[src/rtl/bsms_pkg.sv]
package bsms_pkg;

  localparam int INDEX_BITS  = 16;
  localparam int SIZE_BITS   = 10;
  localparam int SCALE_BITS  = 4;
  localparam int PIXEL_BITS  = 13;
  localparam int FORMAT_BITS = 3;
  localparam int GAP_BITS    = SIZE_BITS + SCALE_BITS;
  localparam int CFG_IDX_BITS  = 2;
  localparam int CFG_DATA_BITS = PIXEL_BITS;

  localparam logic [CFG_IDX_BITS-1:0] REG_REQ_SIZE        = 2'd0;
  localparam logic [CFG_IDX_BITS-1:0] REG_REQ_SCALE       = 2'd1;
  localparam logic [CFG_IDX_BITS-1:0] REG_REQ_PIXELS      = 2'd2;
  localparam logic [CFG_IDX_BITS-1:0] REG_ALLOWED_FORMATS = 2'd3;

  localparam logic [SIZE_BITS-1:0]   RESET_REQ_SIZE        = 10'd48;
  localparam logic [SCALE_BITS-1:0]  RESET_REQ_SCALE       = 4'd1;
  localparam logic [PIXEL_BITS-1:0]  RESET_REQ_PIXELS      = 13'd48;
  localparam logic [FORMAT_BITS-1:0] RESET_ALLOWED_FORMATS = 3'd7;

  typedef logic [INDEX_BITS-1:0]  index_t;
  typedef logic [SIZE_BITS-1:0]   size_t;
  typedef logic [SCALE_BITS-1:0]  scale_t;
  typedef logic [PIXEL_BITS-1:0]  pixel_t;
  typedef logic [FORMAT_BITS-1:0] format_t;
  typedef logic [GAP_BITS-1:0]    gap_t;

endpackage

[src/rtl/best_size_match_selector.sv]
// Keeps the best-matching candidate of a list and reports it when the request
// marked last_candidate is processed. One request is accepted per cycle; each
// goes through an input register, one compare against the stored best, and
// lands in the result register; a result becomes valid as its last request
// leaves the input register. The block only stalls the input when a finished
// result is still waiting in the result register and another last request is
// ready to complete. Configuration is written through cfg_valid/cfg_ready,
// always ready, and must only change while no list is in progress.
module best_size_match_selector (
  input  logic                            clk,
  input  logic                            rst,
  input  logic                            cfg_valid,
  output logic                            cfg_ready,
  input  logic [bsms_pkg::CFG_IDX_BITS-1:0]  cfg_index,
  input  logic [bsms_pkg::CFG_DATA_BITS-1:0] cfg_data,
  input  logic                            in_valid,
  output logic                            in_ready,
  input  logic [bsms_pkg::INDEX_BITS-1:0]  cand_index,
  input  logic [bsms_pkg::FORMAT_BITS-1:0] cand_formats,
  input  logic                            has_subdir,
  input  logic [bsms_pkg::SIZE_BITS-1:0]   dir_size,
  input  logic [bsms_pkg::SCALE_BITS-1:0]  dir_scale,
  input  logic                            dir_scalable,
  input  logic [bsms_pkg::PIXEL_BITS-1:0]  min_pixels,
  input  logic [bsms_pkg::PIXEL_BITS-1:0]  max_pixels,
  input  logic                            last_candidate,
  output logic                            out_valid,
  input  logic                            out_ready,
  output logic                            found,
  output logic [bsms_pkg::INDEX_BITS-1:0]  best_id,
  output logic                            best_unsized
);
  import bsms_pkg::*;

  size_t   req_size;
  scale_t  req_scale;
  pixel_t  req_pixels;
  format_t allowed_formats;

  logic    s_valid;
  index_t  s_index;
  format_t s_formats;
  logic    s_sized;
  size_t   s_size;
  scale_t  s_scale;
  logic    s_scalable;
  pixel_t  s_minp;
  pixel_t  s_maxp;
  logic    s_last;

  logic    best_valid;
  index_t  best_index;
  pixel_t  best_distance;
  size_t   best_size;
  scale_t  best_scale;
  logic    best_scalable;
  logic    best_is_unsized;
  logic    search_stopped;

  logic    best_valid_next;
  index_t  best_index_next;
  pixel_t  best_distance_next;
  size_t   best_size_next;
  scale_t  best_scale_next;
  logic    best_scalable_next;
  logic    best_is_unsized_next;
  logic    search_stopped_next;

  logic    s_advance;
  logic    take;
  pixel_t  cand_dist;
  gap_t    cand_gap;
  gap_t    best_gap;
  gap_t    cand_prod;
  gap_t    best_prod;
  logic    wins;
  logic    c_down;
  logic    b_down;
  logic    c_scale_eq;
  logic    b_scale_eq;

  assign cfg_ready = 1'b1;
  assign s_advance = s_valid && (!s_last || !out_valid || out_ready);
  assign in_ready  = !s_valid || s_advance;

  always_ff @(posedge clk) begin
    if (rst) begin
      req_size        <= RESET_REQ_SIZE;
      req_scale       <= RESET_REQ_SCALE;
      req_pixels      <= RESET_REQ_PIXELS;
      allowed_formats <= RESET_ALLOWED_FORMATS;
    end else if (cfg_valid && cfg_ready) begin
      case (cfg_index)
        REG_REQ_SIZE:        req_size        <= cfg_data[SIZE_BITS-1:0];
        REG_REQ_SCALE:       req_scale       <= cfg_data[SCALE_BITS-1:0];
        REG_REQ_PIXELS:      req_pixels      <= cfg_data[PIXEL_BITS-1:0];
        REG_ALLOWED_FORMATS: allowed_formats <= cfg_data[FORMAT_BITS-1:0];
        default: ;
      endcase
    end
  end

  // input register
  always_ff @(posedge clk) begin
    if (rst) begin
      s_valid <= 1'b0;
    end else if (in_ready) begin
      s_valid <= in_valid;
    end
  end

  always_ff @(posedge clk) begin
    if (in_valid && in_ready) begin
      s_index    <= cand_index;
      s_formats  <= cand_formats;
      s_sized    <= has_subdir;
      s_size     <= dir_size;
      s_scale    <= dir_scale;
      s_scalable <= dir_scalable;
      s_minp     <= min_pixels;
      s_maxp     <= max_pixels;
      s_last     <= last_candidate;
    end
  end

  // ranking against the stored best
  always_comb begin
    if (req_pixels < s_minp) begin
      cand_dist = s_minp - req_pixels;
    end else if (s_maxp < req_pixels) begin
      cand_dist = req_pixels - s_maxp;
    end else begin
      cand_dist = '0;
    end

    cand_prod = GAP_BITS'(s_size) * GAP_BITS'(s_scale);
    best_prod = GAP_BITS'(best_size) * GAP_BITS'(best_scale);
    cand_gap  = (cand_prod > GAP_BITS'(req_pixels)) ? cand_prod - GAP_BITS'(req_pixels)
                                                     : GAP_BITS'(req_pixels) - cand_prod;
    best_gap  = (best_prod > GAP_BITS'(req_pixels)) ? best_prod - GAP_BITS'(req_pixels)
                                                     : GAP_BITS'(req_pixels) - best_prod;

    c_down     = s_size >= req_size;
    b_down     = best_size >= req_size;
    c_scale_eq = s_scale == req_scale;
    b_scale_eq = best_scale == req_scale;

    if (cand_dist == '0 && best_distance != '0) begin
      wins = 1'b1;
    end else if (cand_dist != '0 && c_down && !b_down) begin
      wins = 1'b1;
    end else if (cand_dist != '0 && !c_down && b_down) begin
      wins = 1'b0;
    end else if (cand_dist != '0 && cand_dist < best_distance) begin
      wins = 1'b1;
    end else if (cand_dist != '0 && cand_dist > best_distance) begin
      wins = 1'b0;
    end else if (c_scale_eq && !b_scale_eq) begin
      wins = 1'b1;
    end else if (!c_scale_eq && b_scale_eq) begin
      wins = 1'b0;
    end else if (!s_scalable && best_scalable) begin
      wins = 1'b1;
    end else if (s_scalable && !best_scalable) begin
      wins = 1'b0;
    end else begin
      wins = cand_gap < best_gap;
    end
  end

  assign take = !search_stopped && ((s_formats & allowed_formats) != '0);

  always_comb begin
    best_valid_next      = best_valid;
    best_index_next      = best_index;
    best_distance_next   = best_distance;
    best_size_next       = best_size;
    best_scale_next      = best_scale;
    best_scalable_next   = best_scalable;
    best_is_unsized_next = best_is_unsized;
    search_stopped_next  = search_stopped;
    if (take) begin
      if (!s_sized) begin
        if (!best_valid) begin
          best_valid_next      = 1'b1;
          best_index_next      = s_index;
          best_is_unsized_next = 1'b1;
        end
        search_stopped_next = 1'b1;
      end else if (!best_valid || wins) begin
        best_valid_next      = 1'b1;
        best_index_next      = s_index;
        best_distance_next   = cand_dist;
        best_size_next       = s_size;
        best_scale_next      = s_scale;
        best_scalable_next   = s_scalable;
        best_is_unsized_next = 1'b0;
      end
    end
  end

  always_ff @(posedge clk) begin
    if (rst) begin
      best_valid      <= 1'b0;
      best_index      <= '0;
      best_distance   <= '0;
      best_size       <= '0;
      best_scale      <= '0;
      best_scalable   <= 1'b0;
      best_is_unsized <= 1'b0;
      search_stopped  <= 1'b0;
    end else if (s_advance) begin
      if (s_last) begin
        best_valid      <= 1'b0;
        best_index      <= '0;
        best_distance   <= '0;
        best_size       <= '0;
        best_scale      <= '0;
        best_scalable   <= 1'b0;
        best_is_unsized <= 1'b0;
        search_stopped  <= 1'b0;
      end else begin
        best_valid      <= best_valid_next;
        best_index      <= best_index_next;
        best_distance   <= best_distance_next;
        best_size       <= best_size_next;
        best_scale      <= best_scale_next;
        best_scalable   <= best_scalable_next;
        best_is_unsized <= best_is_unsized_next;
        search_stopped  <= search_stopped_next;
      end
    end
  end

  // result register
  always_ff @(posedge clk) begin
    if (rst) begin
      out_valid <= 1'b0;
    end else if (s_advance && s_last) begin
      out_valid <= 1'b1;
    end else if (out_ready) begin
      out_valid <= 1'b0;
    end
  end

  always_ff @(posedge clk) begin
    if (s_advance && s_last) begin
      found        <= best_valid_next;
      best_id      <= best_valid_next ? best_index_next : '0;
      best_unsized <= best_valid_next && best_is_unsized_next;
    end
  end

endmodule

[config.mk]
export PLATFORM = sky130hd
export DESIGN_NAME = best_size_match_selector
export DESIGN_NICKNAME = d
export VERILOG_FILES = /design/src/rtl/bsms_pkg.sv /design/src/rtl/best_size_match_selector.sv
export SDC_FILE = /design/constraint.sdc
export NUM_CORES = 1
export LEC_CHECK = 0
export ABC_AREA = 1
export BUFFER_PORTS_ARGS = -buffer_cell sky130_fd_sc_hd__buf_2
export CAP_MARGIN = 20
export CORE_MARGIN = 2
export CORE_UTILIZATION = 45
export CTS_CLUSTER_DIAMETER = 30
export DETAILED_ROUTE_END_ITERATION = 10
export PLACE_DENSITY_LB_ADDON = 0.08
export SYNTH_ARGS = -nofsm -noshare
export SYNTH_HDL_FRONTEND = slang
export SYNTH_SLANG_ARGS = --single-unit
[constraint.sdc]
create_clock -name clk -period 7.9 [get_ports clk]
set_input_delay 0 -clock clk [delete_from_list [all_inputs] [get_ports clk]]
set_output_delay 0 -clock clk [all_outputs]
set_load 0.1 [all_outputs]
==> impl_metrics.csv, run 1 <==
group,metric,value,unit
run_status,status,"completed",
setup_path,crit_top_cell,"nand2_1",
setup_path,path_buf_inv,8,
global_routing,grt_pass1_vias,12400,
finish,drive_gt1_share,10.0,%
finish,syn_to_final_growth,18.8,%
setup_path,crit_family,"adder cells",
finish,fin_nets,2375,
placement,pre_cts_ws,-0.0443,ns
job,cap_violations,0,
placement,placedCellCount,2374,
setup_path,required,8.26,ns
clock_network,tritoncts,"built",
drt,totalWireLength,41300,um
setup_path,worst_ep_arrival_time,7.71,ns
yosys,synthSimpleGateAreaFrac,23.1,%
placement,place_hpwl,31400,um
setup_path,slowest_delay,0.53,ns
global_routing,grt_max_degree,50,
global_routing,grt_pass1_wl,65100,um
drt,wl_per_cell,16.5,um
timing,hold_viol_final,0,
setup_path,path_class,"flop to flop",
setup_path,start_kind,"flop",
die,core_area,0.0304,mm2
yosys,synth_top_family_by_area,"simple AND/OR/NAND/NOR gates",
die,die_height,179,um
yosys,synth_xor_area_share,3.74,%
global_routing,grt_use_total,26.4,%
hold_path,hp-class,"input pin to flop",
yosys,ys_ff_latch,159,
clock_network,cts_sinks,159,
yosys,synth_cell_type_count,50,
pwr,total_power,0.00312,W
yosys,synth-adder-area-share,20.1,%
yosys,syn_area,0.0138,mm2
clock_network,clk_pin_slew,0.07,ns
die,fp-row-count,64,
drt,drcViolationCount,0,
die,dieArea,0.0322,mm2
yosys,syn_avg_cell_area,7.26,um2
pwr,ir_worst_vdd,159,uV
timing,slew_viol_final,0,
yosys,netlist_instances,1904,
timing,clock_skew,0.00763,ns
setup_path,cp_max_fo,28,
drt,via_count,13000,
yosys,synth_common_cells,"nand2_1 (554), inv_1 (328), a21oi_1 (178)",
setup_path,crit_path_end_kind,"flop",
die,initial_core_util,45.4,%
yosys,async_reset_ff_share,0,%
setup_path,critical_path.slowest_cell,"fa_1",
clock_network,clockRootBuffer,"clkbuf_16",
die,die_w,179,um
timing,max_freq,136,MHz
clock_network,cts_made_buffers,17,
timing,worst_pin_slew,0.996,ns
pwr,power_density,190,mW/mm2
clock_network,htree_levels,4,
timing,setup_ws,0.551,ns
yosys,yosysWarnings,0,
clock_network,cts_max_path_buffers,2,
drt,routed_via_density,5.17,
timing,max_slew_margin,33.5,%
yosys,synth_most_common_cell,"nand2_1",
drt,first_pass_iters,5,
yosys,synth-edff-count,80,
timing,min_period,7.35,ns
clock_network,clkLatencyLatePin,0.44,ns
placement,port_buffers,101,
yosys,synthesis.nets,2185,
timing,setup_viol,0,
yosys,synthFlopType,"edfxtp_1",
yosys,yosysSeqAreaShare,28.8,%
drt,drt_iter0_drc,1125,
timing,fin_crit_sh,93.0,%
drt,ant_nets,0,
yosys,synthMuxAreaShare,0.679,%
pwr,p_leak,8.32,nW
yosys,synth_compound_area_share,13.1,%
die,ios,103,
yosys,synthTopCellsByArea,"edfxtp_1 (17%), nand2_1 (15%), ha_1 (15%)",
finish,fin_cells,2506,
yosys,synth_area_leader_cell,"edfxtp_1",
global_routing,antenna_found_initial,4,
placement,gp_congestion,0.936,
yosys,synth_top_area_share,17.4,%
global_routing,grt_overflow,0,
timing,hold_ws,0.0384,ns
-- flip-flops by register name, summed over array words and instances, names as in the netlist, 3 cells and up --
| register | flops |
|---|---|
| best_scale | 4 |
| s_size | 10 |
| s_maxp | 13 |
| req_size | 10 |
| s_formats | 3 |
| allowed_formats | 3 |
| best_id | 16 |
| req_pixels | 13 |
| s_scale | 4 |
| best_distance | 13 |
| s_index | 16 |
| best_size | 10 |
| best_index | 16 |
| req_scale | 4 |
| s_minp | 13 |
-- tightest hold or removal path: stages --
cell and delay, ns:
buf_2 0.10, inv_1 0.10, nor3_1 0.10, nand2_1 0.06, nand3_1 0.07
-- kinds of logic after synthesis --
family | Yosys count
adder cells (fa/ha/maj) | 199
buffers and inverters | 377
AO/OA/AOI/OAI | 325
AND/OR/NAND/NOR | 775
XOR/XNOR | 59
multiplexers | 9
other | 1
flip-flops | 159
-- report_power, final --
part	total (W)	switching [W]	internal, W	leakage (nW)
clock network	0.000806	0.000369	0.000437	0.268
registers	0.000951	0.0000410	0.000910	1.42
logic	0.00136	0.000834	0.000528	6.63
-- layout by cell type (no fill, tap or decap), drive strengths merged, types with 2 or more instances in the layout --
cell / synthesis / layout
clkinv: 2 / 7
diode: 0 / 3
fa: 38 / 38
a21o: 4 / 4
xor2: 36 / 36
o221ai: 3 / 3
dfxtp: 79 / 79
nand4: 14 / 14
nand2: 562 / 562
a21oi: 180 / 180
nor4: 6 / 6
clkinvlp: 0 / 3
buf: 9 / 134
or4: 2 / 2
xnor2: 23 / 23
o21ai: 82 / 82
edfxtp: 80 / 80
a21boi: 3 / 3
o21a: 2 / 2
clkbuf: 38 / 17
o21bai: 5 / 5
nand3: 97 / 97
nand3b: 3 / 3
nor3: 11 / 11
a31oi: 23 / 24
a221oi: 2 / 2
mux2: 3 / 3
o211ai: 11 / 11
nor2: 76 / 76
dlygate4sd3: 0 / 83
a31o: 2 / 2
mux2i: 6 / 6
o2111ai: 5 / 5
ha: 161 / 161
inv: 328 / 334
or2: 2 / 2
a211oi: 2 / 2
-- per-stage QoR --
| step | cell area (um2) | TNS [ns] | utilization, % |
|---|---|---|---|
| after floorplan | 13800 | 0 | - |
| after global placement | 14800 | 0 | 48.6 |
| after detailed placement | 14800 | -0.347 | 48.6 |
| after CTS | 16200 | 0 | 53.2 |
| after global routing | 16400 | -0.00492 | 54.0 |
| final | 16400 | 0 | 54.0 |
-- final timing paths --
check                            end       startpoint  cells past startpoint  slack (ns)
setup reg to reg       best_scale[2]    best_scale[1]                     42        0.55
hold / removal    allowed_formats[2]        cfg_valid                      5        0.04
setup / recovery       best_scale[2]    best_scale[1]                     42        0.55
hold reg to reg      best_is_unsized  best_is_unsized                      2        0.46
-- timing repair --
action	CTS	global route
gates resized for setup	1	27
pin swaps	0	5
setup buffers	0	12
gates cloned	1	0
hold buffers	83	0
endpoints found under the setup margin	28	62
endpoints found under the hold margin	92	0
-- layout make-up --
cell class | count | area (um2)
Sequential cell | 159 | 3990
Fill cell | 3037 | 14000
Antenna cell | 3 | 7.51
Timing Repair Buffer | 217 | 1630
Clock buffer | 17 | 425
Multi-Input combinational cell | 1369 | 8510
Clock inverter | 15 | 134
Tap cell | 396 | 495
Inverter | 330 | 1240
-- per-layer routing --
| metal | track usage [%] | part of all wire [%] | up-vias |
|---|---|---|---|
| met1 | 36.0 | 47 | 5956 |
| met5 | 0 | 0.027 | - |
| met3 | 4.07 | 5.6 | 60 |
| li1 | - | - | 6551 |
| met2 | 42.8 | 45 | 392 |
| met4 | 8.43 | 2.5 | 2 |
Note: power is estimated with default switching activity, not from simulation.
==> inputs of run 2 (changes only) <==
Clock period 7.9 ns to 8.58 ns, I/O delays scaled along.
==> run 2 against run 1 <==
Net effect:
- cell count down 1.1%
- largest cell class unchanged
- power shrank 8.7%
- first-iteration DRC count down 11%
- global-route usage down 0.60 points
- largest power group unchanged
==> impl_metrics.csv, run 2 (synthesis gave the netlist of run 1 again) <==
group,metric,value,unit
setup_path,path_buf_inv,4,
global_routing,grt_overflow,0,
finish,mostFrequentLayoutCells,"nand2_1 (554), inv_1 (327), a21oi_1 (178), ha_1 (161), buf_2 (101)",
global_routing,antenna_found_initial,0,
clock_network,htree_levels,4,
placement,place_hpwl,31300,um
clock_network,clkLatencyLatePin,0.44,ns
setup_path,slowest_delay,0.65,ns
die,die_w,179,um
setup_path,ff2ff_setup_slack,0.65,ns
clock_network,cts_made_buffers,17,
timing,clock_skew,0.00861,ns
timing,setup_viol,0,
drt,wl_per_cell,16.4,um
global_routing,grt_pass1_wl,64100,um
clock_network,cts_max_path_buffers,2,
setup_path,worst_ep_arrival_time,8.28,ns
finish,drive_gt1_share,8.26,%
global_routing,grt_max_degree,50,
drt,drt_iter0_drc,997,
timing,hold_viol_final,0,
setup_path,path_class,"flop to flop",
die,dieArea,0.0322,mm2
clock_network,post_cts_buffers,0,
finish,reg.largest.list,"best_id: 16 flops, best_index: 16 flops, s_index: 16 flops",
setup_path,r2r-start,"best_scale[1]",
setup_path,crit_path_end_kind,"flop",
timing,hold_ws,0.0497,ns
setup_path,start_kind,"flop",
job,cap_violations,0,
timing,worst_pin_slew,1.06,ns
timing,slew_viol_final,0,
finish,antenna_cells,0,
placement,dpl_cell_area,0.0147,mm2
clock_network,clk_pin_slew,0.07,ns
clock_network,cts_resized,0,
run_status,status,"completed",
hold_path,hp-class,"input pin to flop",
timing,max_freq,126,MHz
setup_path,cp_max_fo,28,
placement,placedCellCount,2367,
timing,tns,0,ns
setup_path,reg2reg_depth,39,
setup_path,crit_top_cell,"nand2_1",
finish,postLayoutCellArea,0.0161,mm2
drt,ant_nets,0,
timing,min_period,7.93,ns
timing,max_slew_margin,29.3,%
drt,totalWireLength,40600,um
placement,port_buffers,101,
finish,final_common_cell,"nand2_1",
timing,setup_ws,0.651,ns
die,initial_core_util,45.4,%
setup_path,reg2reg_to,"best_distance[2]",
global_routing,grt_use_total,25.8,%
setup_path,required,8.93,ns
setup_path,critical_path.slowest_cell,"dfxtp_1",
pwr,ir_worst_vdd,142,uV
clock_network,clockRootBuffer,"clkbuf_16",
drt,drcViolationCount,0,
setup_path,crit_family,"adder cells",
placement,pre_cts_ws,0.723,ns
global_routing,grt_pass1_vias,12300,
die,core_area,0.0304,mm2
die,fp-row-count,64,
finish,syn_to_final_growth,16.5,%
placement,gp_congestion,0.878,
finish,fin_nets,2351,
drt,via_count,12800,
die,die_height,179,um
clock_network,cts_sinks,159,
timing,rsz0062_at_grt,"no",
pwr,power_density,177,mW/mm2
finish,fin_cells,2479,
pwr,p_leak,8.20,nW
timing,fin_crit_sh,92.4,%
hold_path,holdPathEnd,"allowed_formats[0]",
drt,routed_via_density,5.17,
hold_path,hold_depth,5,
die,ios,103,
hold_path,hold_path.startpoint,"cfg_valid",
drt,first_pass_iters,5,
clock_network,tritoncts,"built",
[run 2: worst max-delay path by stage]
stage / start / endpoint / cells past startpoint
after floorplan: s_scale[1] / best_size[4] / 40
after global placement: best_scale[1] / best_scale[0] / 40
after detailed placement: best_scale[1] / best_size[2] / 40
after CTS: best_scale[1] / best_size[2] / 39
after global routing: best_scale[1] / best_size[6] / 40
final: best_scale[1] / best_distance[2] / 39
[run 2: per-stage QoR]
step / power, W / utilization [%]
2_1_floorplan: 0.00177 / -
3_5_place_dp: 0.00207 / 48.4
6_report: 0.00285 / 53.0
5_1_grt: 0.00306 / 53.0
3_3_place_gp: 0.00206 / 48.4
4_1_cts: 0.00285 / 53.0
[run 2: cell type report]
| cell class | count | area, um2 |
|---|---|---|
| fillers | 2959 | 14300 |
| multi-input cells | 1368 | 8390 |
| flip-flops and latches | 159 | 3980 |
| repair buffers | 194 | 1430 |
| inverters | 330 | 1240 |
| well taps | 396 | 495 |
| clock buffers | 19 | 464 |
| clock inverters | 13 | 113 |
[run 2: power breakdown]
group          internal (W)  total (W)  switching [W]
Clock              0.000406   0.000754       0.000348
Sequential         0.000838   0.000880      0.0000422
Combinational      0.000470    0.00121       0.000744
Total               0.00171    0.00285        0.00113
[run 2: timing repair]
action	CTS	global route
setup endpoints to repair	0	0
hold buffers	80	0
endpoints found under the hold margin	94	0
[run 2: per-layer routing]
metal / global-route usage, % / vias up / routed length [um]
li1: - / 6483 / -
met1: 33.6 / 5994 / 18500
met2: 44.1 / 293 / 19300
met3: 4.07 / 47 / 1790
met4: 7.22 / 0 / 947
met5: 0 / - / 0
[run 2: worst min-delay path, delay by kind of cell]
kind / cells / cell delay, ns
buffers and inverters: 2 / 0.20
AND/OR/NAND/NOR: 3 / 0.23
==> inputs of run 3 (changes only) <==
Settings changed: ABC_AREA 1 to default.
==> run 3 against run 2 <==
Net effect:
- worst setup slack got worse by 0.30 ns
- sequential cell count unchanged
- core utilization increased by 4.0 points
- routed wire length decreased by 13%
- first-iteration DRC count decreased by 32%
- non-clock buffer count increased by 81
- via count decreased by 16%
- area after synthesis decreased by 8.3%
- hold slack got worse by 0.047 ns
- register-to-register slack got worse by 0.30 ns
- clock power increased by 4.0%
- critical path type unchanged
- critical endpoint is now best_index[2]
- highest routed layer unchanged
==> impl_metrics.csv, run 3 <==
group,metric,value,unit
run_status,status,"completed",
yosys,async_reset_ff_share,0,%
hold_path,hold_path.startpoint,"cfg_index[0]",
die,die_height,172,um
setup_path,r2r-start,"best_scale[1]",
setup_path,required,8.91,ns
drt,via_count,10700,
yosys,yosysSeqAreaShare,31.4,%
job,cap_violations,0,
setup_path,critical_path.slowest_cell,"fa_1",
yosys,yosysWarnings,0,
clock_network,clk_pin_slew,0.07,ns
yosys,ys_ff_latch,159,
finish,multi_input_area,0.00807,mm2
finish,fill_cells,2542,
timing,max_freq,122,MHz
placement,placedCellCount,1899,
yosys,synth_top_family_by_area,"adder cells",
timing,hold_ws,0.00256,ns
clock_network,tritoncts,"built",
yosys,synthMuxAreaShare,2.39,%
yosys,synth-adder-area-share,22.1,%
clock_network,cts_max_path_buffers,2,
yosys,syn_area,0.0127,mm2
drt,routed_via_density,5.29,
pwr,ir_worst_vdd,165,uV
yosys,synth_top_area_share,19.0,%
clock_network,clockRootBuffer,"clkbuf_16",
yosys,synthTopCellsByArea,"edfxtp_1 (19%), ha_1 (16%), dfxtp_1 (12%)",
yosys,synth_area_leader_cell,"edfxtp_1",
clock_network,cts_sinks,159,
setup_path,reg2reg_depth,38,
yosys,synth_most_common_cell,"inv_1",
setup_path,path_class,"flop to flop",
setup_path,cp_max_fo,8,
finish,syn_to_final_growth,24.9,%
hold_path,hp-class,"input pin to flop",
clock_network,htree_levels,4,
die,ios,103,
global_routing,antenna_found_initial,0,
drt,drcViolationCount,0,
placement,port_buffers,101,
yosys,synthSimpleGateAreaFrac,14.5,%
yosys,netlist_instances,1381,
die,core_area,0.0278,mm2
finish,fin_cells,2027,
setup_path,start_kind,"flop",
drt,wl_per_cell,17.5,um
timing,worst_pin_slew,0.985,ns
timing,min_period,8.22,ns
finish,antenna_cells,0,
yosys,synth_cell_type_count,72,
hold_path,hold_depth,4,
placement,gp_congestion,0.916,
setup_path,slowest_delay,0.53,ns
die,fp-row-count,61,
timing,clock_skew,0.0195,ns
timing,fin_crit_sh,95.9,%
yosys,synthFlopType,"edfxtp_1",
setup_path,reg2reg_to,"best_index[2]",
drt,first_pass_iters,5,
finish,fin_nets,1917,
setup_path,crit_path_end_kind,"flop",
yosys,syn_avg_cell_area,9.18,um2
hold_path,holdPathEnd,"req_size[3]",
global_routing,grt_pass1_vias,10400,
finish,final_common_cell,"inv_1",
setup_path,crit_top_cell,"buf_4",
timing,setup_viol,0,
finish,seq_area,0.00398,mm2
yosys,synth-edff-count,80,
yosys,synth_common_cells,"inv_1 (164), ha_1 (161), nand2_1 (110)",
setup_path,cp-startpoint,"best_scale[1]",
yosys,synthesis.nets,1662,
finish,reg.largest.list,"best_id: 16 flops, best_index: 16 flops, s_index: 16 flops",
timing,slew_viol_final,0,
die,die_w,172,um
placement,place_hpwl,26800,um
finish,drive_gt1_share,16.7,%
setup_path,ff2ff_setup_slack,0.36,ns
clock_network,cts_made_buffers,17,
drt,ant_nets,0,
timing,hold_viol_final,0,
setup_path,worst_ep_arrival_time,8.56,ns
global_routing,grt_pass1_wl,55000,um
yosys,synth_xor_area_share,4.83,%
global_routing,grt_overflow,0,
pwr,p_leak,7.20,nW
finish,mostFrequentLayoutCells,"inv_1 (164), ha_1 (160), nand2_1 (110), buf_2 (101), a21oi_1 (95)",
die,initial_core_util,45.6,%
die,dieArea,0.0295,mm2
clock_network,clkLatencyLatePin,0.45,ns
global_routing,grt_use_total,24.4,%
drt,drt_iter0_drc,681,
pwr,power_density,182,mW/mm2
yosys,synth_compound_area_share,18.5,%
timing,max_slew_margin,34.1,%
drt,totalWireLength,35500,um
global_routing,grt_max_degree,63,
-- run 3: cell types whose count changed in the layout (fill, tap and decap cells not counted), moves of 22 or more --
cell     before  now
a21o_1        4   42
mux2i_1       6   28
nand2_1     554  110
and2_1        1   61
a21oi_1     178   95
nand3_1      94   14
o21ai_0      80   57
inv_1       327  164
buf_4        11   88
a22o_1        0   45
-- run 3: logic make-up (layout without fill, tap and decap cells) --
group,Yosys count,in the layout
AND/OR/NAND/NOR,363,364
XOR/XNOR,69,69
other,1,1
adder cells (fa/ha/maj),201,201
buffers and inverters,204,471
AO/OA/AOI/OAI,354,354
flip-flops,159,159
multiplexers,30,30
-- run 3: worst max path at each step --
stage,to,cells after the start
6_report,best_index[2],38
5_1_grt,best_index[3],38
4_1_cts,best_size[8],37
3_5_place_dp,best_size[8],37
3_3_place_gp,best_scale[1],36
2_1_floorplan,best_index[10],38
-- run 3: final cells by class --
class / instances / area share [%]
Multi-Input combinational cell: 1019 / 51.0
Sequential cell: 159 / 25.2
Timing Repair Buffer: 275 / 13.1
Inverter: 164 / 3.89
Tap cell: 378 / 2.99
Clock buffer: 17 / 2.69
Clock inverter: 15 / 1.20
-- run 3: power by group --
| group | total, W | switching [W] | internal [W] |
|---|---|---|---|
| clock | 0.000784 | 0.000386 | 0.000397 |
| sequential | 0.000861 | 0.0000268 | 0.000834 |
| combinational | 0.00123 | 0.000663 | 0.000566 |
-- run 3: metal layers --
layer | GRT usage, % | share of wire [%] | vias up
met5 | 0 | 0 | -
li1 | - | - | 5360
met2 | 38.1 | 44 | 283
met3 | 3.89 | 5.0 | 57
met1 | 34.0 | 48 | 5021
met4 | 8.99 | 3.0 | 0
-- run 3: timing repair --
| item | CTS | global route |
|---|---|---|
| buffers inserted | 3 | 10 |
| hold buffers | 78 | 1 |
| resized for setup | 3 | 28 |
| hold endpoints to repair | 95 | 1 |
| endpoints found under the setup margin | 28 | 62 |
| pin swaps | 1 | 12 |
| cloned | 1 | 2 |
-- run 3: stage by stage --
step           cell area [um2]  setup slack [ns]  TNS (ns)  power (W)  utilization (%)
2_1_floorplan            12700             0.672         0    0.00168                -
3_3_place_gp             14100            0.0203         0    0.00201             50.8
3_5_place_dp             14100            -0.142    -0.954    0.00202             50.8
4_1_cts                  15600            0.0435         0    0.00284             56.0
5_1_grt                  15800           -0.0596    -0.856    0.00306             57.0
6_report                 15800             0.356         0    0.00287             57.0
-- run 3: worst max-delay path: cells and delay by family, from the launching register on --
kind	cells	cell delay, ns
AOI/OAI and AO/OA	17	3.21
xor gates and xnor gates	2	0.39
DFF	1	0.38
adders and majority gates	7	2.32
muxes	1	0.19
and+or+nand+nor	4	0.57
buffers and inverters	7	1.05
